==> config.mk <==
export PLATFORM = sky130hd
export DESIGN_NAME = fixed_interval_binner_flat
export DESIGN_NICKNAME = d
export VERILOG_FILES = /design/src/hdl/fib_pkg.sv /design/src/hdl/fib_in_if.sv /design/src/hdl/fib_out_if.sv /design/src/hdl/fixed_interval_binner.sv /design/src/flat_wrapper.sv
export SDC_FILE = /design/constraint.sdc
export NUM_CORES = 1
export LEC_CHECK = 0
export BUFFER_PORTS_ARGS = -buffer_cell sky130_fd_sc_hd__buf_2
export CAP_MARGIN = 40
export CORE_ASPECT_RATIO = 0.5
export CORE_MARGIN = 2
export CORE_UTILIZATION = 46
export CTS_CLUSTER_DIAMETER = 150
export CTS_CLUSTER_SIZE = 24
export DETAILED_ROUTE_END_ITERATION = 8
export SLEW_MARGIN = 10
export SYNTH_ARGS = -nofsm -noshare
export SYNTH_HDL_FRONTEND = slang
export SYNTH_SLANG_ARGS = --single-unit
==> constraint.sdc <==
create_clock -name clk -period 8 [get_ports clk]
set_clock_uncertainty 0.15 [all_clocks]
set_input_delay 0 -clock clk [delete_from_list [all_inputs] [get_ports clk]]
set_output_delay 0 -clock clk [all_outputs]
set_load 0.005 [all_outputs]
==> src/hdl/fib_pkg.sv <==
package fib_pkg;

    localparam int SIZE_WIDTH     = 32;
    localparam int CHROM_WIDTH    = 16;
    localparam int BIN_NUM_WIDTH  = 6;
    localparam int CFG_IDX_WIDTH  = 2;
    localparam int CFG_DATA_WIDTH = 32;

    typedef enum logic [CFG_IDX_WIDTH-1:0] {
        CFG_BIN_WIDTH     = 2'd0,
        CFG_RELATIVE_MODE = 2'd1
    } cfg_index_t;

    typedef enum logic [1:0] {
        ST_IDLE,
        ST_DIVIDE,
        ST_SETUP,
        ST_EMIT
    } state_t;

endpackage

==> src/hdl/fib_in_if.sv <==
interface fib_in_if #(
    parameter int COORD_WIDTH = 32
) ();
    logic                           valid;
    logic                           ready;
    logic [fib_pkg::CHROM_WIDTH-1:0] chrom_id;
    logic [COORD_WIDTH-1:0]         start_pos;
    logic [COORD_WIDTH-1:0]         end_pos;

    modport source (output valid, output chrom_id, output start_pos, output end_pos,
                    input ready);
    modport sink (input valid, input chrom_id, input start_pos, input end_pos,
                  output ready);
endinterface

==> src/hdl/fib_out_if.sv <==
interface fib_out_if #(
    parameter int COORD_WIDTH = 32
) ();
    logic                             valid;
    logic                             ready;
    logic [fib_pkg::CHROM_WIDTH-1:0]   bin_chrom;
    logic [COORD_WIDTH-1:0]           bin_start;
    logic [COORD_WIDTH-1:0]           bin_end;
    logic [fib_pkg::BIN_NUM_WIDTH-1:0] bin_number;
    logic                             last_bin;
    logic                             truncated;

    modport source (output valid, output bin_chrom, output bin_start, output bin_end,
                    output bin_number, output last_bin, output truncated, input ready);
    modport sink (input valid, input bin_chrom, input bin_start, input bin_end,
                  input bin_number, input last_bin, input truncated, output ready);
endinterface

==> src/hdl/fixed_interval_binner.sv <==
// Cuts each interval [start_pos, end_pos) into bins of the configured size, clipped to the
// interval, one bin per output transaction, in ascending order, at most MAX_BINS per
// interval; truncated marks every bin of a run that hit the limit, last_bin its final bin.
// An empty interval yields nothing and the block is ready again on the next cycle. In
// relative mode an accepted interval goes through setup to the emission of its bins; in
// absolute mode the grid origin comes first from a bit-serial remainder of start_pos by
// the bin size, one dividend bit per cycle, before setup and emission. Output stalls
// hold up emission. A bin size of 0 acts as 1. Write configuration only while no
// interval is in progress.
module fixed_interval_binner #(
    parameter int MAX_BINS    = 64,
    parameter int COORD_WIDTH = 32
) (
    input  logic                                clk,
    input  logic                                rst_n,
    input  logic                                cfg_we,
    input  logic [fib_pkg::CFG_IDX_WIDTH-1:0]   cfg_index,
    input  logic [fib_pkg::CFG_DATA_WIDTH-1:0]  cfg_data,
    fib_in_if.sink                              interval,
    fib_out_if.source                           bin_stream
);

    localparam int SW  = fib_pkg::SIZE_WIDTH;
    localparam int XW  = (COORD_WIDTH > SW ? COORD_WIDTH : SW) + 1;
    localparam int LW  = XW + 7;
    localparam int DCW = $clog2(COORD_WIDTH);
    localparam int NW  = fib_pkg::BIN_NUM_WIDTH;

    fib_pkg::state_t state_reg, state_next;

    logic [SW-1:0]                     bin_width_reg;
    logic                              relative_mode_reg;

    logic [fib_pkg::CHROM_WIDTH-1:0]   chrom_reg, chrom_next;
    logic [COORD_WIDTH-1:0]            start_reg, start_next;
    logic [COORD_WIDTH-1:0]            end_reg, end_next;
    logic [SW-1:0]                     size_reg, size_next;
    logic [LW-1:0]                     span_reg, span_next;
    logic [COORD_WIDTH-1:0]            dvd_reg, dvd_next;
    logic [SW-1:0]                     rem_reg, rem_next;
    logic [DCW-1:0]                    div_cnt_reg, div_cnt_next;
    logic [XW-1:0]                     coord_reg, coord_next;
    logic [NW-1:0]                     count_reg, count_next;
    logic                              trunc_reg, trunc_next;

    logic                              out_valid_reg, out_valid_next;
    logic [fib_pkg::CHROM_WIDTH-1:0]   out_chrom_reg, out_chrom_next;
    logic [COORD_WIDTH-1:0]            out_start_reg, out_start_next;
    logic [COORD_WIDTH-1:0]            out_end_reg, out_end_next;
    logic [NW-1:0]                     out_number_reg, out_number_next;
    logic                              out_last_reg, out_last_next;
    logic                              out_trunc_reg, out_trunc_next;

    logic [SW-1:0]  size_eff;
    logic           accept;
    logic           empty;
    logic           in_ready;
    logic           emit_load;
    logic           div_done;
    logic [SW:0]    trial;
    logic [SW:0]    rem_step;
    logic [XW-1:0]  coord_step;
    logic           step_lt_end;
    logic           bin_last;

    // configuration
    always_ff @(posedge clk or negedge rst_n)
    begin
        if (!rst_n)
        begin
            bin_width_reg     <= SW'(1);
            relative_mode_reg <= 1'b0;
        end
        else if (cfg_we)
        begin
            case (cfg_index)
                fib_pkg::CFG_BIN_WIDTH:     bin_width_reg     <= cfg_data[SW-1:0];
                fib_pkg::CFG_RELATIVE_MODE: relative_mode_reg <= cfg_data[0];
                default:                    ;
            endcase
        end
    end

    assign size_eff = (bin_width_reg == '0) ? SW'(1) : bin_width_reg;
    assign accept   = interval.valid && in_ready;
    assign empty    = interval.end_pos <= interval.start_pos;

    assign trial    = {rem_reg, dvd_reg[COORD_WIDTH-1]};
    assign rem_step = (trial >= {1'b0, size_reg}) ? trial - {1'b0, size_reg} : trial;
    assign div_done = div_cnt_reg == DCW'(COORD_WIDTH - 1);

    assign coord_step  = coord_reg + XW'(size_reg);
    assign step_lt_end = coord_step < XW'(end_reg);
    assign bin_last    = !step_lt_end || (count_reg == NW'(MAX_BINS - 1));

    // next state
    always_comb
    begin
        state_next = state_reg;
        case (state_reg)
            fib_pkg::ST_IDLE:
            begin
                if (accept && !empty)
                begin
                    state_next = relative_mode_reg ? fib_pkg::ST_SETUP : fib_pkg::ST_DIVIDE;
                end
            end
            fib_pkg::ST_DIVIDE:
            begin
                if (div_done)
                begin
                    state_next = fib_pkg::ST_SETUP;
                end
            end
            fib_pkg::ST_SETUP:
            begin
                state_next = fib_pkg::ST_EMIT;
            end
            fib_pkg::ST_EMIT:
            begin
                if (emit_load && bin_last)
                begin
                    state_next = fib_pkg::ST_IDLE;
                end
            end
            default:
            begin
                state_next = fib_pkg::ST_IDLE;
            end
        endcase
    end

    // outputs of the state machine
    always_comb
    begin
        in_ready  = 1'b0;
        emit_load = 1'b0;
        case (state_reg)
            fib_pkg::ST_IDLE:   in_ready  = 1'b1;
            fib_pkg::ST_EMIT:   emit_load = !out_valid_reg || bin_stream.ready;
            default:            ;
        endcase
    end

    // datapath
    always_comb
    begin
        chrom_next      = chrom_reg;
        start_next      = start_reg;
        end_next        = end_reg;
        size_next       = size_reg;
        span_next       = span_reg;
        dvd_next        = dvd_reg;
        rem_next        = rem_reg;
        div_cnt_next    = div_cnt_reg;
        coord_next      = coord_reg;
        count_next      = count_reg;
        trunc_next      = trunc_reg;
        out_chrom_next  = out_chrom_reg;
        out_start_next  = out_start_reg;
        out_end_next    = out_end_reg;
        out_number_next = out_number_reg;
        out_last_next   = out_last_reg;
        out_trunc_next  = out_trunc_reg;
        out_valid_next  = out_valid_reg && !bin_stream.ready;

        if (accept)
        begin
            chrom_next   = interval.chrom_id;
            start_next   = interval.start_pos;
            end_next     = interval.end_pos;
            size_next    = size_eff;
            span_next    = LW'(size_eff) * LW'(MAX_BINS);
            dvd_next     = interval.start_pos;
            rem_next     = '0;
            div_cnt_next = '0;
            coord_next   = XW'(interval.start_pos);
        end

        if (state_reg == fib_pkg::ST_DIVIDE)
        begin
            rem_next     = rem_step[SW-1:0];
            dvd_next     = {dvd_reg[COORD_WIDTH-2:0], 1'b0};
            div_cnt_next = div_cnt_reg + DCW'(1);
            if (div_done)
            begin
                coord_next = XW'(start_reg) - XW'(rem_step);
            end
        end

        if (state_reg == fib_pkg::ST_SETUP)
        begin
            trunc_next = (LW'(coord_reg) + span_reg) < LW'(end_reg);
            count_next = '0;
        end

        if (emit_load)
        begin
            out_valid_next  = 1'b1;
            out_chrom_next  = chrom_reg;
            out_start_next  = (count_reg == '0) ? start_reg : coord_reg[COORD_WIDTH-1:0];
            out_end_next    = step_lt_end ? coord_step[COORD_WIDTH-1:0] : end_reg;
            out_number_next = count_reg;
            out_last_next   = bin_last;
            out_trunc_next  = trunc_reg;
            coord_next      = coord_step;
            count_next      = count_reg + NW'(1);
        end
    end

    always_ff @(posedge clk or negedge rst_n)
    begin
        if (!rst_n)
        begin
            state_reg     <= fib_pkg::ST_IDLE;
            out_valid_reg <= 1'b0;
            div_cnt_reg   <= '0;
            count_reg     <= '0;
        end
        else
        begin
            state_reg     <= state_next;
            out_valid_reg <= out_valid_next;
            div_cnt_reg   <= div_cnt_next;
            count_reg     <= count_next;
        end
    end

    always_ff @(posedge clk)
    begin
        chrom_reg      <= chrom_next;
        start_reg      <= start_next;
        end_reg        <= end_next;
        size_reg       <= size_next;
        span_reg       <= span_next;
        dvd_reg        <= dvd_next;
        rem_reg        <= rem_next;
        coord_reg      <= coord_next;
        trunc_reg      <= trunc_next;
        out_chrom_reg  <= out_chrom_next;
        out_start_reg  <= out_start_next;
        out_end_reg    <= out_end_next;
        out_number_reg <= out_number_next;
        out_last_reg   <= out_last_next;
        out_trunc_reg  <= out_trunc_next;
    end

    assign interval.ready        = in_ready;
    assign bin_stream.valid      = out_valid_reg;
    assign bin_stream.bin_chrom  = out_chrom_reg;
    assign bin_stream.bin_start  = out_start_reg;
    assign bin_stream.bin_end    = out_end_reg;
    assign bin_stream.bin_number = out_number_reg;
    assign bin_stream.last_bin   = out_last_reg;
    assign bin_stream.truncated  = out_trunc_reg;

endmodule
==> src/flat_wrapper.sv <==
// flat-port wrapper written by rule: the top's interface ports become plain ports
module fixed_interval_binner_flat 
#(
    parameter int MAX_BINS    = 64,
    parameter int COORD_WIDTH = 32
)
  (clk, rst_n, cfg_we, cfg_index, cfg_data, interval_valid, interval_chrom_id, interval_start_pos, interval_end_pos, interval_ready, bin_stream_valid, bin_stream_bin_chrom, bin_stream_bin_start, bin_stream_bin_end, bin_stream_bin_number, bin_stream_last_bin, bin_stream_truncated, bin_stream_ready);
  fib_in_if #(.COORD_WIDTH(COORD_WIDTH)) interval_i ();
  fib_out_if #(.COORD_WIDTH(COORD_WIDTH)) bin_stream_i ();
  input  logic clk;
  input  logic rst_n;
  input  logic cfg_we;
  input  logic [fib_pkg::CFG_IDX_WIDTH-1:0] cfg_index;
  input  logic [fib_pkg::CFG_DATA_WIDTH-1:0] cfg_data;
  input wire logic [$bits(interval_i.valid)-1:0] interval_valid;
  input wire logic [$bits(interval_i.chrom_id)-1:0] interval_chrom_id;
  input wire logic [$bits(interval_i.start_pos)-1:0] interval_start_pos;
  input wire logic [$bits(interval_i.end_pos)-1:0] interval_end_pos;
  output wire logic [$bits(interval_i.ready)-1:0] interval_ready;
  output wire logic [$bits(bin_stream_i.valid)-1:0] bin_stream_valid;
  output wire logic [$bits(bin_stream_i.bin_chrom)-1:0] bin_stream_bin_chrom;
  output wire logic [$bits(bin_stream_i.bin_start)-1:0] bin_stream_bin_start;
  output wire logic [$bits(bin_stream_i.bin_end)-1:0] bin_stream_bin_end;
  output wire logic [$bits(bin_stream_i.bin_number)-1:0] bin_stream_bin_number;
  output wire logic [$bits(bin_stream_i.last_bin)-1:0] bin_stream_last_bin;
  output wire logic [$bits(bin_stream_i.truncated)-1:0] bin_stream_truncated;
  input wire logic [$bits(bin_stream_i.ready)-1:0] bin_stream_ready;
  assign interval_i.valid = interval_valid;
  assign interval_i.chrom_id = interval_chrom_id;
  assign interval_i.start_pos = interval_start_pos;
  assign interval_i.end_pos = interval_end_pos;
  assign interval_ready = interval_i.ready;
  assign bin_stream_valid = bin_stream_i.valid;
  assign bin_stream_bin_chrom = bin_stream_i.bin_chrom;
  assign bin_stream_bin_start = bin_stream_i.bin_start;
  assign bin_stream_bin_end = bin_stream_i.bin_end;
  assign bin_stream_bin_number = bin_stream_i.bin_number;
  assign bin_stream_last_bin = bin_stream_i.last_bin;
  assign bin_stream_truncated = bin_stream_i.truncated;
  assign bin_stream_i.ready = bin_stream_ready;
  fixed_interval_binner #(.MAX_BINS(MAX_BINS), .COORD_WIDTH(COORD_WIDTH)) u_core (.clk(clk), .rst_n(rst_n), .cfg_we(cfg_we), .cfg_index(cfg_index), .cfg_data(cfg_data), .interval(interval_i), .bin_stream(bin_stream_i));
endmodule
==> impl_metrics.ini, run 1 <==
[outcome]
status = completed

[cells_and_area]
nNetsFinal = 2834
antenna_cells = 0
layout-drive-gt1-share_pct = 15.5
largest_reg_flops = 33
syn2layout_area_growth_pct = 15.9

[sta]
slew_violations = 0
slew_headroom_pct = 40.1
tns_ns = 0
final-setup-viol-count = 0
period_minus_slack_ns = 7.34
fmax_mhz = 136
hold_violations = 0
rsz0062_at_grt = false
fin_crit_sh_pct = 91.7
worst_pin_slew_ns = 0.893

[critical_path]
path_class = flip-flop to flip-flop
end_kind = flip-flop
crit_path_max_incr_delay_ns = 0.58
cp.buffers_inverters = 1
critPathMostFrequentCell = a21oi_1
cp_max_fo = 36
cp_top_family = compound AO/OA/AOI/OAI gates
cp-start-kind = flip-flop
critPathArrivalTime_ns = 7.49
cp.required_ns = 8.15
slowest_stage = a2111oi_1

[place]
post-dp-hpwl_um = 51000
place_congestion = 0.941
port_buffers = 208

[routing]
viasPerCell = 5.69
wl_per_cell_um = 21.3
drt_pass1_iterations = 5
drt_iter0_drc = 1495
vias = 17900
drcViolationCount = 0
wl_um = 67300
final_antenna_net_count = 0

[logic_synthesis]
yosys_warnings = 0
synthCells = 2207
yosys_most_used_dff = edfxtp_1
mappedNetlistArea_um2 = 22500
synth-edff-count = 264
yosys.area.top_type_share_pct = 35.2
yosys.area.top_type = edfxtp_1
synthTopCellsByArea = edfxtp_1, ha_1, dfrtp_1
postSynthAreaPerCell_um2 = 10.2
synth_cell_types = 106
yosysMostFrequentCell = edfxtp_1
ys_async_sr_fraction_pct = 13.6
syn_nets = 2546
yosysSeqAreaShare_pct = 43.5
synth_common_cells = edfxtp_1, ha_1, nand2_1
ys_seq_elements = 345

[cts]
cts_buffer_depth = 3
clkLatencyLatePin_ns = 0.57
cts-root-buf = clkbuf_16
cts_sinks = 345
htreeDepth = 1
cts_setup_buffers = 0
clk_pin_slew_ns = 0.10
cts_buffers = 18
cts_tree = built

[die]
io_pins = 209
fp.dieW_um = 317
fp.dieArea_um2 = 50800
core_region_area_um2 = 48400
start_util_pct = 46.5
fp.dieH_um = 160
num_rows = 57

[global_routing]
grt_pass1_vias = 17100
grt_max_degree = 76
antenna_found_initial = 2
grt_pass1_wl_um = 101000
grt.total_usage_pct = 26.0
overflow = 0

[min_path]
hp-class = input port to flip-flop

[job]
cap_violations = 0
==> worst register-to-register path: stages, from the launching register on <==
cell	delay, ns
edfxtp_1	0.46
ha_1	0.24
fa_1	0.40
a21oi_1	0.14
o21bai_1	0.12
a21oi_1	0.21
o21ai_0	0.17
a21boi_0	0.55
o211ai_1	0.29
a21oi_1	0.30
o21bai_1	0.16
a21o_1	0.20
a21oi_1	0.16
xnor2_1	0.17
ha_1	0.28
and3_1	0.19
a221o_1	0.35
a21oi_1	0.15
nor2b_1	0.07
o21ai_0	0.17
nand2b_1	0.07
a2111oi_0	0.43
o41ai_1	0.21
a2111oi_1	0.58
o31ai_4	0.12
buf_4	0.31
mux2_1	0.42
==> layout by cell type, fill, tap and decap left out, drive strengths merged, types with 98 or more instances in the layout <==
cell,synthesis,routed
a21oi,191,191
buf,18,227
dlygate4sd3,0,139
edfxtp,264,264
ha,216,216
inv,146,148
mux2,98,98
nand2,209,209
nor2,117,117
o21ai,135,135
==> layer usage <==
layer	vias up	track usage (%)	routed length (um)
li1	8663	-	-
met4	2	7.59	2080
met1	8615	36.6	30700
met2	569	42.4	30700
met5	-	0	9
met3	98	3.11	3780
==> cells by family (layout without fill, tap and decap cells) <==
family	after synthesis	count (layout)	synth area share, %
buf+inv	246	546	4.19
mux	115	115	5.69
xor+xnor	105	105	4.23
flops	345	345	43.5
simple gates	593	593	13.0
fa+ha+maj	225	225	12.6
compound gates	578	578	16.9
==> final timing paths <==
path                       depth (start not counted)                             end  slack [ns]                start
max                                               26   u_core.bin_stream.bin_end[13]        0.66   u_core.size_reg[0]
min                                                4        u_core.bin_width_reg[13]        0.02         cfg_index[0]
max reg2reg                                       26   u_core.bin_stream.bin_end[13]        0.66   u_core.size_reg[0]
min reg2reg                                        0  u_core.bin_stream.bin_chrom[5]        0.28  u_core.chrom_reg[5]
max in group asynchronous                          4         u_core.bin_width_reg[1]        6.78                rst_n
min in group asynchronous                          4             u_core.count_reg[5]        0.48                rst_n
==> per-stage QoR <==
stage               hold slack [ns]  instance area [um^2]  utilization [%]  cells  worst slack [ns]
detailed placement         -0.00732                 24200             49.9   2984             0.685
global placement           -0.00644                 24100             49.9   2983             0.902
global route                 0.0155                 26100             53.9   3156            0.0820
finish                       0.0192                 26100             53.9   3156             0.663
floorplan                    -0.446                 22500                -   2207              1.60
CTS                         0.00129                 26100             53.9   3155             0.660
==> final cells by class <==
class | count | area [um^2]
inverter | 148 | 566
fill | 4394 | 22300
clock inverter | 1 | 16.3
clock buffer | 31 | 520
tap | 649 | 812
timing repair buffer | 366 | 2590
multi-input combinational | 1616 | 11800
sequential | 345 | 9790
==> what timing repair did <==
item | CTS | global route
gates resized for setup | 0 | 1
hold buffers | 139 | 0
setup endpoints to repair | 0 | 3
hold endpoints to repair | 228 | 0
Power of run 1 is not shown: default switching activity piles up to over one toggle a cycle in this logic, so the estimate is an artifact.
==> run 2, diff against run 1 <==
--- a/config.mk
+++ b/config.mk
@@ -10,6 +10,7 @@
 export CORE_ASPECT_RATIO = 0.5
 export CORE_MARGIN = 2
 export CORE_UTILIZATION = 46
+export CTS_BUF_LIST = sky130_fd_sc_hd__clkbuf_4
 export CTS_CLUSTER_DIAMETER = 150
 export CTS_CLUSTER_SIZE = 24
 export DETAILED_ROUTE_END_ITERATION = 8
==> run 2 against run 1 <==
  * Flip-flop and latch count unchanged
  * Non-clock buffer count increased by 126
  * Wire length increased by 3.4%
  * Maximum frequency decreased by 0.37%
  * Highest routed layer unchanged
  * Sequential share of layout area decreased by 1.4 points
  * Via count increased by 3.2%
  * Utilization increased by 2.0 points
  * Hold slack improved by 0.046 ns
==> impl_metrics.ini, run 2 (same netlist as run 1, synthesis figures left out) <==
[cts]
cts_buffer_depth = 3
cts_buffers = 18
clk_pin_slew_ns = 0.25
cts_setup_buffers = 0
htreeDepth = 1
cts_sinks = 345
cts_tree = built
cts-root-buf = clkbuf_4
clkLatencyLatePin_ns = 0.82

[routing]
wl_per_cell_um = 21.2
viasPerCell = 5.64
wl_um = 69600
vias = 18500
drcViolationCount = 0
drt_iter0_drc = 1452
final_antenna_net_count = 0
drt_pass1_iterations = 7

[critical_path]
cp-start-kind = flip-flop
cp.required_ns = 8.45
cp_max_fo = 36
path_class = flip-flop to flip-flop
end_kind = flip-flop
critPathArrivalTime_ns = 7.81

[global_routing]
grt.total_usage_pct = 26.9
grt_pass1_wl_um = 104000
grt_pass1_vias = 17800
antenna_found_initial = 4
overflow = 0
grt_max_degree = 76

[place]
place_congestion = 0.941
port_buffers = 208
post-dp-hpwl_um = 51000
dp_slack_ns = 0.685

[die]
io_pins = 209
fp.dieW_um = 317
fp.dieH_um = 160
core_region_area_um2 = 48400
fp.dieArea_um2 = 50800
num_rows = 57
start_util_pct = 46.5

[sta]
slew_headroom_pct = 40.4
fmax_mhz = 136
tns_ns = 0
setup_slack_ns = 0.636
worst_pin_slew_ns = 0.888
final-setup-viol-count = 0
holdWs_ns = 0.0652
period_minus_slack_ns = 7.36
slew_violations = 0
hold_violations = 0
rsz0062_at_grt = false
fin_crit_sh_pct = 92.1

[power_and_ir_drop]
peakVddDrop_uv = 195
p_leak_nw = 11.6
powerDensity_nw_per_um2 = 484

[cells_and_area]
final_common_cell = dlygate4sd3_1
layout-drive-gt1-share_pct = 15.2
largest_reg_flops = 33
nNetsFinal = 2960
post-route-util_pct = 55.9
syn2layout_area_growth_pct = 20.3
num-fill-cells = 4318
layout_common_cells = dlygate4sd3_1, edfxtp_1, ha_1, nand2_1, buf_2

[outcome]
status = completed

[min_path]
hp-class = input port to flip-flop

[job]
cap_violations = 0
==> run 2: critical path: stages (launching register included) <==
cell       delay [ns]
edfxtp_1         0.51
ha_1             0.25
fa_1             0.40
a21oi_1          0.14
o21bai_1         0.12
a21oi_1          0.21
o21ai_0          0.18
a21boi_0         0.55
o211ai_1         0.29
a21oi_1          0.30
o21bai_1         0.16
a21o_1           0.20
a21oi_1          0.16
xnor2_1          0.17
ha_1             0.28
and3_1           0.19
a221o_1          0.34
a21oi_1          0.15
nor2b_1          0.07
o21ai_0          0.17
nand2b_1         0.07
a2111oi_0        0.44
o41ai_1          0.22
a2111oi_1        0.58
o31ai_4          0.12
buf_4            0.31
mux2_1           0.38
==> run 2: cell type report <==
type                    count  area [um^2]  area share (%)
clock buffers              31          233           0.859
inverters                 148          566            2.09
diodes                      2         5.00          0.0185
repair buffers            492         3850            14.2
flip-flops and latches    345         9790            36.1
clock inverters             1         16.3          0.0600
multi-input cells        1616        11800            43.6
well taps                 649          812            3.00
==> run 2: repair_timing <==
item | in CTS | in global routing
hold endpoints to repair | 235 | 0
hold buffers | 265 | 0
resized for setup | 0 | 1
endpoints found under the setup margin | 0 | 7
==> run 2: through the flow <==
step / instances / total power, mW / instance area (um^2)
2_1_floorplan: 2207 / 9.72 / 22500
3_3_place_gp: 2983 / 12.0 / 24100
3_5_place_dp: 2984 / 12.1 / 24200
4_1_cts: 3281 / 13.0 / 27100
5_1_grt: 3283 / 14.2 / 27100
6_report: 3284 / 13.1 / 27100
==> run 2: power by group <==
part / internal (mW) / total [mW] / switching [mW]
combinational: 3.69 / 9.09 / 5.40
clock: 0.177 / 0.760 / 0.583
sequential: 2.82 / 3.27 / 0.451
total: 6.68 / 13.1 / 6.43
==> run 2: metal layers <==
metal / share of wire (%) / track usage, % / vias to the layer above
met5: 0.013 / 0 / -
met4: 2.7 / 7.05 / 2
met3: 5.6 / 3.45 / 94
met2: 47 / 44.8 / 583
met1: 45 / 36.9 / 8923
li1: - / - / 8921
==> run 2: path summary, 6_finish.rpt <==
check	start	end	slack, ns	depth (start not counted)
max	u_core.size_reg[0]	u_core.bin_stream.bin_end[10]	0.64	26
min	interval_start_pos[31]	u_core.dvd_reg[31]	0.07	4
max reg2reg	u_core.size_reg[0]	u_core.bin_stream.bin_end[10]	0.64	26
min reg2reg	u_core.count_reg[1]	u_core.bin_stream.bin_number[1]	0.30	0
max in group asynchronous	rst_n	u_core.div_cnt_reg[0]	7.02	4
min in group asynchronous	rst_n	u_core.count_reg[4]	0.17	4
(Power assumes the default switching activity.)
==> run 3, diff against run 2 <==
--- a/config.mk
+++ b/config.mk
@@ -14,7 +14,8 @@
 export CTS_CLUSTER_DIAMETER = 150
 export CTS_CLUSTER_SIZE = 24
 export DETAILED_ROUTE_END_ITERATION = 8
-export SLEW_MARGIN = 10
+export RECOVER_POWER = 25
+export SLEW_MARGIN = 20
 export SYNTH_ARGS = -nofsm -noshare
 export SYNTH_HDL_FRONTEND = slang
 export SYNTH_SLANG_ARGS = --single-unit
==> run 3 against run 2 <==
  * The flow now finishes with violations (capacitance limit, slew limit)
  * Design area fell by 0.17%
  * Maximum frequency rose by 0.17%
  * Wire length barely moved
  * Power rose by 0.15%
  * Critical path type unchanged
  * Critical endpoint unchanged
  * Largest cell class unchanged
  * Highest routed layer unchanged
==> impl_metrics.ini, run 3 (same netlist as run 1, synthesis figures left out) <==
[outcome]
status = complete, but fails checks
violations = capacitance limit, slew limit

[cells_and_area]
syn2layout_area_growth_pct = 20.1
final_area_um2 = 27000
largest_reg_flops = 33
layout_common_cells = dlygate4sd3_1, edfxtp_1, ha_1, nand2_1, a21oi_1
instances_no_fill = 3287
layout-drive-gt1-share_pct = 12.9
num-fill-cells = 4344
final_common_cell = dlygate4sd3_1
nNetsFinal = 2963

[die]
io_pins = 209
num_rows = 57
core_region_area_um2 = 48400
fp.dieArea_um2 = 50800
fp.dieW_um = 317
start_util_pct = 46.5
fp.dieH_um = 160

[critical_path]
r2r-start = u_core.size_reg[0]
end_kind = flip-flop
r2r_setup_slack_ns = 0.65
worst_r2r_endpoint = u_core.bin_stream.bin_end[10]
cp-start-kind = flip-flop
cp.required_ns = 8.44
critPathArrivalTime_ns = 7.80
cp_max_fo = 36
reg2reg_depth = 26
path_class = flip-flop to flip-flop

[place]
post-dp-hpwl_um = 51000
place_congestion = 0.941
port_buffers = 208
placedCellCount = 2984
place_area_um2 = 24200

[routing]
vias = 18500
drcViolationCount = 0
wl_per_cell_um = 21.2
viasPerCell = 5.62
drt_iter0_drc = 1494
drt_pass1_iterations = 6
wl_um = 69600
final_antenna_net_count = 0

[sta]
fin_crit_sh_pct = 91.9
tns_ns = 0
slew_headroom_pct = -85.8
hold_violations = 0
slew_violations = 48
rsz0062_at_grt = false
fmax_mhz = 136
worst_pin_slew_ns = 2.79
final-setup-viol-count = 0
period_minus_slack_ns = 7.35

[cts]
clkLatencyLatePin_ns = 0.82
cts_sinks = 345
cts-root-buf = clkbuf_4
htreeDepth = 1
cts_setup_buffers = 0
cts_buffer_depth = 3
cts_tree = built
cts_buffers = 18
clk_pin_slew_ns = 0.27

[global_routing]
grt_pass1_wl_um = 104000
antenna_found_initial = 4
overflow = 0
grt_pass1_vias = 17800
grt.total_usage_pct = 26.9
grt_max_degree = 76

[min_path]
hp-class = input port to flip-flop
hold_depth = 6
worst_hold_startpoint = interval_start_pos[7]
worstHoldEndpoint = u_core.coord_reg[7]

[power_and_ir_drop]
p_leak_nw = 11.5
total_power_mw = 13.1
peakVddDrop_uv = 196
powerDensity_nw_per_um2 = 486

[job]
cap_violations = 1
## run 3: changes by cell type in the layout (fill, tap and decap cells not counted)
cell	delta
buf_1	+1
clkbuf_1	+63
buf_4	-1
buf_16	+1
clkbuf_2	+2
buf_2	-63
## run 3: through the flow
step	util (%)	setup slack (ns)	hold WS [ns]
2_1_floorplan	-	1.60	-0.446
3_3_place_gp	49.9	0.902	-0.00644
3_5_place_dp	49.9	0.685	-0.00732
4_1_cts	55.9	0.650	0.00187
5_1_grt	55.8	0.0730	0.0830
6_report	55.8	0.648	0.0872
## run 3: area by class of cell
| type | instances | area [um^2] | area share [%] |
|---|---|---|---|
| Clock inverter | 1 | 16.3 | 0.0601 |
| Tap cell | 649 | 812 | 3.00 |
| Clock buffer | 31 | 233 | 0.861 |
| Multi-Input combinational cell | 1616 | 11800 | 43.7 |
| Timing Repair Buffer | 495 | 3810 | 14.1 |
| Antenna cell | 2 | 5.00 | 0.0185 |
| Sequential cell | 345 | 9790 | 36.2 |
| Inverter | 148 | 566 | 2.09 |
## run 3: routing by layer
layer  GRT usage [%]  vias to the layer above  routed length (um)
li1                -                     8932                   -
met1            36.9                     8886               31300
met2            44.8                      558               32500
met3            3.45                      103                3830
met4            7.05                        2                1970
met5               0                        -                   9
## run 3: how the worst max path moves through the flow
stage	startpoint	endpoint	slack [ns]
after CTS	u_core.size_reg[0]	u_core.bin_stream.bin_end[10]	0.65
after detailed placement	u_core.size_reg[0]	u_core.bin_stream.bin_end[10]	0.69
final	u_core.size_reg[0]	u_core.bin_stream.bin_end[10]	0.65
after floorplan	u_core.state_reg[0]	u_core.dvd_reg[10]	1.60
after global placement	u_core.size_reg[0]	u_core.bin_stream.bin_end[9]	0.90
after global routing	u_core.size_reg[0]	u_core.bin_stream.bin_end[10]	0.07
## run 3: where the power goes
| group | internal, mW | leakage (nW) | total (mW) | switching (mW) |
|---|---|---|---|---|
| Sequential | 2.81 | 3.35 | 3.26 | 0.447 |
| Combinational | 3.70 | 7.96 | 9.11 | 5.41 |
| Clock | 0.177 | 0.150 | 0.759 | 0.582 |
## run 3: what timing repair did
| action | in CTS | in global routing |
|---|---|---|
| hold buffers | 265 | 0 |
| endpoints found under the setup margin | 0 | 6 |
| hold endpoints to repair | 235 | 0 |
| gates resized for setup | 0 | 1 |
## run 3: critical path: stages, from the launching register on
cell,delay (ns)
edfxtp_1,0.51
ha_1,0.25
fa_1,0.40
a21oi_1,0.14
o21bai_1,0.12
a21oi_1,0.21
o21ai_0,0.18
a21boi_0,0.54
o211ai_1,0.29
a21oi_1,0.30
o21bai_1,0.17
a21o_1,0.20
a21oi_1,0.16
xnor2_1,0.17
ha_1,0.28
and3_1,0.19
a221o_1,0.35
a21oi_1,0.15
nor2b_1,0.07
o21ai_0,0.17
nand2b_1,0.07
a2111oi_0,0.43
o41ai_1,0.21
a2111oi_1,0.57
o31ai_4,0.12
buf_4,0.31
mux2_1,0.38
